`config.mk`:
```
export PLATFORM = sky130hd
export DESIGN_NAME = rational_alu_with_reduction_unit
export DESIGN_NICKNAME = d
export VERILOG_FILES = /design/src/rtl/rat_pkg.sv /design/src/rtl/rat_divu.sv /design/src/rtl/rational_alu_with_reduction_unit.sv
export SDC_FILE = /design/constraint.sdc
export NUM_CORES = 2
export LEC_CHECK = 0
export BUFFER_PORTS_ARGS = -buffer_cell sky130_fd_sc_hd__buf_2
export CORE_AREA = 10 10 234 280
export CTS_CLUSTER_DIAMETER = 50
export DETAILED_ROUTE_END_ITERATION = 6
export DIE_AREA = 0 0 244 290
export PLACE_DENSITY_LB_ADDON = 0.25
export SLEW_MARGIN = 0
export SYNTH_ARGS = -nofsm -noshare
export SYNTH_HDL_FRONTEND = slang
export SYNTH_SLANG_ARGS = --single-unit
export TNS_END_PERCENT = 1
```
`constraint.sdc`:
```
create_clock -name clk -period 11.7 [get_ports clk]
set_clock_uncertainty 0.15 [all_clocks]
set_input_delay 0.585 -clock clk [delete_from_list [all_inputs] [get_ports clk]]
set_output_delay 0.585 -clock clk [all_outputs]
set_load 0.1 [all_outputs]
```
`src/rtl/rat_pkg.sv`:
```
// Package with shared constants and types for the rational ALU.
package rat_pkg;
  localparam int OperandWidthDefault = 16;
  localparam int NumBits = 33;
  localparam int DenBits = 32;
  localparam int MagBits = 34;
  localparam int CntBits = 6;

  typedef enum logic [1:0] {
    OP_ADD = 2'd0,
    OP_SUB = 2'd1,
    OP_MUL = 2'd2,
    OP_DIV = 2'd3
  } op_t;
endpackage

```
`src/rtl/rat_divu.sv`:
```
// Shared restoring divider, one quotient bit per cycle.
module rat_divu
  import rat_pkg::*;
(
  input  logic               clk,
  input  logic               rst,
  input  logic               go,
  input  logic [MagBits-1:0] dividend,
  input  logic [MagBits-1:0] divisor,
  output logic               done,
  output logic [MagBits-1:0] quot,
  output logic [MagBits-1:0] rem
);
  logic [CntBits-1:0] cnt;
  logic               run;
  logic [MagBits-1:0] trial;

  assign trial = {rem[MagBits-2:0], quot[MagBits-1]};

  always_ff @(posedge clk) begin
    if (rst) begin
      run <= 1'b0;
      done <= 1'b0;
      cnt <= '0;
    end else begin
      done <= 1'b0;
      if (go) begin
        run <= 1'b1;
        cnt <= '0;
        quot <= dividend;
        rem <= '0;
      end else if (run) begin
        if ({1'b0, trial} >= {1'b0, divisor}) begin
          rem <= trial - divisor;
          quot <= {quot[MagBits-2:0], 1'b1};
        end else begin
          rem <= trial;
          quot <= {quot[MagBits-2:0], 1'b0};
        end
        cnt <= cnt + 1'b1;
        if (cnt == CntBits'(MagBits - 1)) begin
          run <= 1'b0;
          done <= 1'b1;
        end
      end
    end
  end
endmodule

```
`src/rtl/rational_alu_with_reduction_unit.sv`:
```
// Top level of the rational ALU: shared multiplier, gcd and reduction sequencer.
// Sequence after accept: MUL1, MUL2, SUM (add and subtract only), then DONE, where the result
// is ready when it is zero or its denominator is zero; otherwise one divide per Euclid step, the
// last gcd check and two divides on the shared 34-bit restoring divider follow.
// Throughput: one item at a time; busy is low in the result cycle, so a new transfer can start.
// Reset (rst, synchronous) returns the sequencer to idle; the receiver cannot stall.
module rational_alu_with_reduction_unit
  import rat_pkg::*;
#(
  parameter int OPERAND_WIDTH = OperandWidthDefault
) (
  input  logic                            clk,
  input  logic                            rst,
  input  logic                            start,
  output logic                            busy,
  input  logic [1:0]                      cmd,
  input  logic signed [OPERAND_WIDTH-1:0] a_num,
  input  logic signed [OPERAND_WIDTH-1:0] a_den,
  input  logic signed [OPERAND_WIDTH-1:0] b_num,
  input  logic signed [OPERAND_WIDTH-1:0] b_den,
  output logic                            strobe,
  output logic signed [NumBits-1:0]       raw_num,
  output logic signed [DenBits-1:0]       raw_den,
  output logic signed [NumBits-1:0]       red_num,
  output logic signed [DenBits-1:0]       red_den,
  output logic                            zero_den
);
  typedef enum logic [2:0] {
    S_IDLE, S_MUL1, S_MUL2, S_SUM, S_GCD, S_DIVN, S_DIVD, S_DONE
  } state_t;

  localparam int PW = 2 * OPERAND_WIDTH;

  state_t state;
  op_t op;
  logic signed [OPERAND_WIDTH-1:0] an, ad, bn, bd;
  logic signed [OPERAND_WIDTH-1:0] ma, mb;
  logic signed [PW-1:0] prod, p1;
  logic [MagBits-1:0] ga, gb, gval;
  logic [MagBits-1:0] dv_a, dv_b, quot, rem;
  logic dv_go, dv_done, dv_wait;
  logic [NumBits-1:0] sum;
  logic [MagBits-1:0] mag_n, mag_d;

  assign prod = ma * mb;
  assign mag_n = raw_num[NumBits-1] ? MagBits'(-{1'b1, raw_num}) : MagBits'(raw_num);
  assign mag_d = raw_den[DenBits-1] ? MagBits'(-{{2{1'b1}}, raw_den})
                                    : MagBits'(raw_den);

  always_comb begin
    ma = an;
    mb = bd;
    case (state)
      S_MUL1: begin
        ma = an;
        mb = (op == OP_MUL) ? bn : bd;
      end
      S_MUL2: begin
        ma = ad;
        mb = (op == OP_DIV) ? bn : bd;
      end
      S_SUM: begin
        ma = ad;
        mb = bn;
      end
      default: begin
        ma = an;
        mb = bd;
      end
    endcase
  end

  always_comb begin
    case (op)
      OP_ADD: sum = NumBits'(p1) + NumBits'(prod);
      OP_SUB: sum = NumBits'(p1) - NumBits'(prod);
      default: sum = NumBits'(p1);
    endcase
  end

  always_comb begin
    dv_a = ga;
    dv_b = gb;
    case (state)
      S_DIVN: begin
        dv_a = mag_n;
        dv_b = gval;
      end
      S_DIVD: begin
        dv_a = mag_d;
        dv_b = gval;
      end
      default: begin
        dv_a = gb;
        dv_b = ga;
      end
    endcase
  end

  rat_divu u_div (
    .clk(clk), .rst(rst), .go(dv_go), .dividend(dv_a), .divisor(dv_b),
    .done(dv_done), .quot(quot), .rem(rem)
  );

  assign busy = (state != S_IDLE);

  always_ff @(posedge clk) begin
    if (rst) begin
      state <= S_IDLE;
      strobe <= 1'b0;
      dv_go <= 1'b0;
      dv_wait <= 1'b0;
    end else begin
      strobe <= 1'b0;
      dv_go <= 1'b0;
      case (state)
        S_IDLE: begin
          if (start) begin
            op <= op_t'(cmd);
            an <= a_num;
            ad <= a_den;
            bn <= b_num;
            bd <= b_den;
            state <= S_MUL1;
          end
        end
        S_MUL1: begin
          p1 <= prod;
          state <= S_MUL2;
        end
        S_MUL2: begin
          raw_den <= DenBits'(prod);
          if (op == OP_ADD || op == OP_SUB) begin
            state <= S_SUM;
          end else begin
            raw_num <= sum;
            state <= S_DONE;
          end
        end
        S_SUM: begin
          raw_num <= sum;
          state <= S_DONE;
        end
        S_DONE: begin
          if (raw_den == '0) begin
            zero_den <= 1'b1;
            red_num <= '0;
            red_den <= '0;
            strobe <= 1'b1;
            state <= S_IDLE;
          end else if (raw_num == '0) begin
            zero_den <= 1'b0;
            red_num <= '0;
            red_den <= DenBits'(1);
            strobe <= 1'b1;
            state <= S_IDLE;
          end else begin
            zero_den <= 1'b0;
            ga <= mag_n;
            gb <= mag_d;
            dv_wait <= 1'b0;
            state <= S_GCD;
          end
        end
        S_GCD: begin
          if (!dv_wait) begin
            if (ga == '0) begin
              gval <= gb;
              dv_go <= 1'b1;
              dv_wait <= 1'b1;
              state <= S_DIVN;
            end else begin
              dv_go <= 1'b1;
              dv_wait <= 1'b1;
            end
          end else if (dv_done) begin
            gb <= ga;
            ga <= rem;
            dv_wait <= 1'b0;
          end
        end
        S_DIVN: begin
          if (dv_done) begin
            red_num <= raw_num[NumBits-1] ? NumBits'(-quot) : NumBits'(quot);
            dv_go <= 1'b1;
            state <= S_DIVD;
          end
        end
        S_DIVD: begin
          if (dv_done) begin
            red_den <= raw_den[DenBits-1] ? DenBits'(-quot) : DenBits'(quot);
            strobe <= 1'b1;
            state <= S_IDLE;
          end
        end
        default: state <= S_IDLE;
      endcase
    end
  end

`ifndef NO_ASSERTIONS
  a_strobe_idle: assert property (@(posedge clk) disable iff (rst)
    strobe |-> state == S_IDLE) else $error("strobe outside idle");
  a_zero_out: assert property (@(posedge clk) disable iff (rst)
    strobe && zero_den |-> red_num == '0 && red_den == '0)
    else $error("zero denominator result not cleared");
  a_no_double: assert property (@(posedge clk) disable iff (rst)
    strobe |=> !strobe) else $error("double result");
`endif
endmodule

```
==> run_results.csv <==
group,metric,value,unit
status,status,"completed",
setup_path,crit_slowest_cell,"fa_1",
detailed_routing,met1_length,34.0,mm
sta,period_share,0.958,
logic_synthesis,synth_sequential_area_ratio,0.376,
floorplanning,start_util,0.548,
clocking,cts_buffers,47,
floorplanning,die_w,244,um
grt,antenna_found_initial,0,
grt,grt_overflow,0,
clocking,cts_root_buf,"clkbuf_16",
final_layout,area_growth,12.7,%
detailed_routing,wirelength,95.2,mm
logic_synthesis,synth_area_leaders,"edfxtp_1 37%, fa_1 16%, ha_1 5.9%, nor2_1 5.2%, xor2_1 4.1%",
sta,slew_headroom,0.227,
setup_path,crit_type,"reg2reg",
sta,drv_slew,0,
logic_synthesis,synth_top_area_frac,0.367,
final_layout,num_antenna_cells,0,
setup_path,cpMostUsedCell,"fa_1",
setup_path,cp-start-kind,"flop",
clocking,h-tree-depth,2,
detailed_routing,wl_per_cell,22.1,um
floorplanning,ios,202,
sta,worst-slew-pin-transition,1.16,ns
final_layout,mostFrequentLayoutCells,"449 x nor2_1, 399 x edfxtp_1, 344 x inv_1, 311 x nand2_1, 264 x fa_1",
logic_synthesis,syn_avg_cell_area,10.1,um2
floorplanning,fp.dieH,290,um
final_layout,final_area,36800,um2
detailed_routing,drtIter0Drc,1872,
logic_synthesis,synth_area,32600,um2
sta,fin_crit,11.21,ns
logic_synthesis,syn-num-nets,3703,
sta,fmax,89.2,MHz
grt,grt_usage,0.266,
detailed_routing,dr_wl_met2,49.9,mm
logic_synthesis,yosysWarnings,0,
grt,grt_pass1_wl,148,mm
final_layout,layout-drive-gt1-share,0.132,
final_layout,final_nets,3958,
logic_synthesis,postSynth.asyncResetShare,0,
detailed_routing,wl_met3,5.24,mm
grt,first_global_vias,25928,
detailed_routing,ant_nets,0,
clocking,cts_tree,"built",
clocking,clock_path_buffers,3,
detailed_routing,drc,0,
detailed_routing,avgViaCountPerCell,5.76,
logic_synthesis,ys_ff_latch,413,
logic_synthesis,synthCells,3216,
place,io_buffers,201,
logic_synthesis,synth_ff_type,"edfxtp_1",
clocking,clock_sinks,413,
detailed_routing,vias,24805,
setup_path,end_kind,"flop",
sta,hold_violations,0,
sta,setup_violations,0,
min_path,min_path_type,"in2reg",
clocking,post_cts_buffers,0,
place,routabilityCongestion,0.978,
clocking,insertion_delay,0.61,ns
place,placedInstanceArea,34800,um2
grt,grt_max_degree,70,
setup_path,worstPathRequired,12.00,ns
setup_path,critPathMaxFanout,9,
floorplanning,rows,98,
place,dp_hpwl,75.1,mm
logic_synthesis,synth_cell_type_count,91,
logic_synthesis,synth_edf_count,399,
floorplanning,dieArea,70800,um2
floorplanning,core_area,59600,um2
detailed_routing,top_layer,"met4",
setup_path,cp_data_arrival_time,11.51,ns
clocking,clk_pin_slew_worst_paths,0.06,ns
final_layout,final_common_cell,"nor2_1",
flow_run,drv_cap,0,
logic_synthesis,yosys.area.top_type,"edfxtp_1",
detailed_routing,first_pass_iters,6,
setup_path,cp_slowest_stage_delay,0.69,ns
==> Yosys cell counts (11+ instances only) <==
library cell / instances
o21bai_1: 11
o221a_2: 13
nor3_1: 31
o31ai_1: 30
nor2b_1: 14
a21oi_1: 181
a221oi_1: 15
or2_2: 19
or3_1: 30
nand2b_1: 20
a31oi_1: 13
inv_1: 344
fa_1: 264
nor4_1: 24
mux2_2: 31
nand2_1: 313
dfxtp_1: 14
nand3_1: 28
a211oi_1: 16
a21o_1: 44
ha_1: 154
nor2_1: 452
edfxtp_1: 399
xnor2_1: 87
nand4_1: 13
and2_1: 13
o21ai_0: 115
and3_1: 19
xor2_1: 152
clkbuf_1: 100
mux2i_1: 82
==> what timing repair did <==
action	in CTS	in global routing
hold buffers	47	0
gates resized for setup	0	2
setup endpoints to repair	0	1
hold endpoints to repair	47	0
==> sequential cells by signal, summed over array words and instances (netlist names), 32 cells and up <==
signal	count
ga	34
u_div.rem	34
raw_num	33
gval	34
p1	32
red_num	33
raw_den	32
u_div.quot	34
red_den	32
gb	34
==> stage by stage <==
stage           util   TNS, ns  setup WS (ns)  instances  hold WS [ns]
2_1_floorplan      -         0          0.888       3216         0.276
3_3_place_gp   0.585         0          0.583       4175         0.279
3_5_place_dp   0.585         0          0.286       4175         0.283
4_1_cts        0.617         0          0.242       4309      0.000186
5_1_grt        0.618  -0.00339       -0.00339       4309       0.00596
6_report       0.618         0          0.493       4309        0.0267
==> worst max-delay path: cells and delay by family, from the launching register on <==
family	cells	cell delay, ns
xor+xnor	2	0.35
fa+ha+maj	8	3.85
mux	3	0.97
buf+inv	5	0.40
compound gates	6	1.28
flops	1	0.52
simple gates	14	3.49
==> logic make-up after synthesis <==
logic type | Yosys count | share of synthesized area
AOI/OAI and AO/OA | 533 | 0.105
muxes | 118 | 0.0377
xor gates and xnor gates | 239 | 0.0641
buffers and inverters | 459 | 0.0532
and+or+nand+nor | 1036 | 0.143
adders and majority gates | 418 | 0.221
DFF | 413 | 0.376
==> routing by layer <==
| metal | vias to the layer above | global-route usage |
|---|---|---|
| met2 | 905 | 0.487 |
| met1 | 12134 | 0.290 |
| met3 | 251 | 0.0344 |
| met4 | 0 | 0.153 |
| met5 | - | 0 |
| li1 | 11515 | - |
==> final timing paths <==
| check | start | to | slack, ns | cells past startpoint |
|---|---|---|---|---|
| max | op[0] | raw_num[32] | 0.49 | 38 |
| min | b_den[2] | bd[2] | 0.03 | 1 |
| max reg2reg | op[0] | raw_num[32] | 0.49 | 38 |
| min reg2reg | gb[5] | gval[5] | 0.29 | 0 |
==> cell type report <==
type / instances / area (um2)
Fill cell: 4986 / 22800
Multi-Input combinational cell: 2344 / 18700
Sequential cell: 413 / 12300
Timing Repair Buffer: 320 / 2030
Inverter: 345 / 1290
Clock buffer: 55 / 1240
Tap cell: 800 / 1000
Clock inverter: 32 / 229
Power is left out: the tool's default activity adds up to more than one toggle a clock period on the data nets, which glitch-free logic cannot reach.
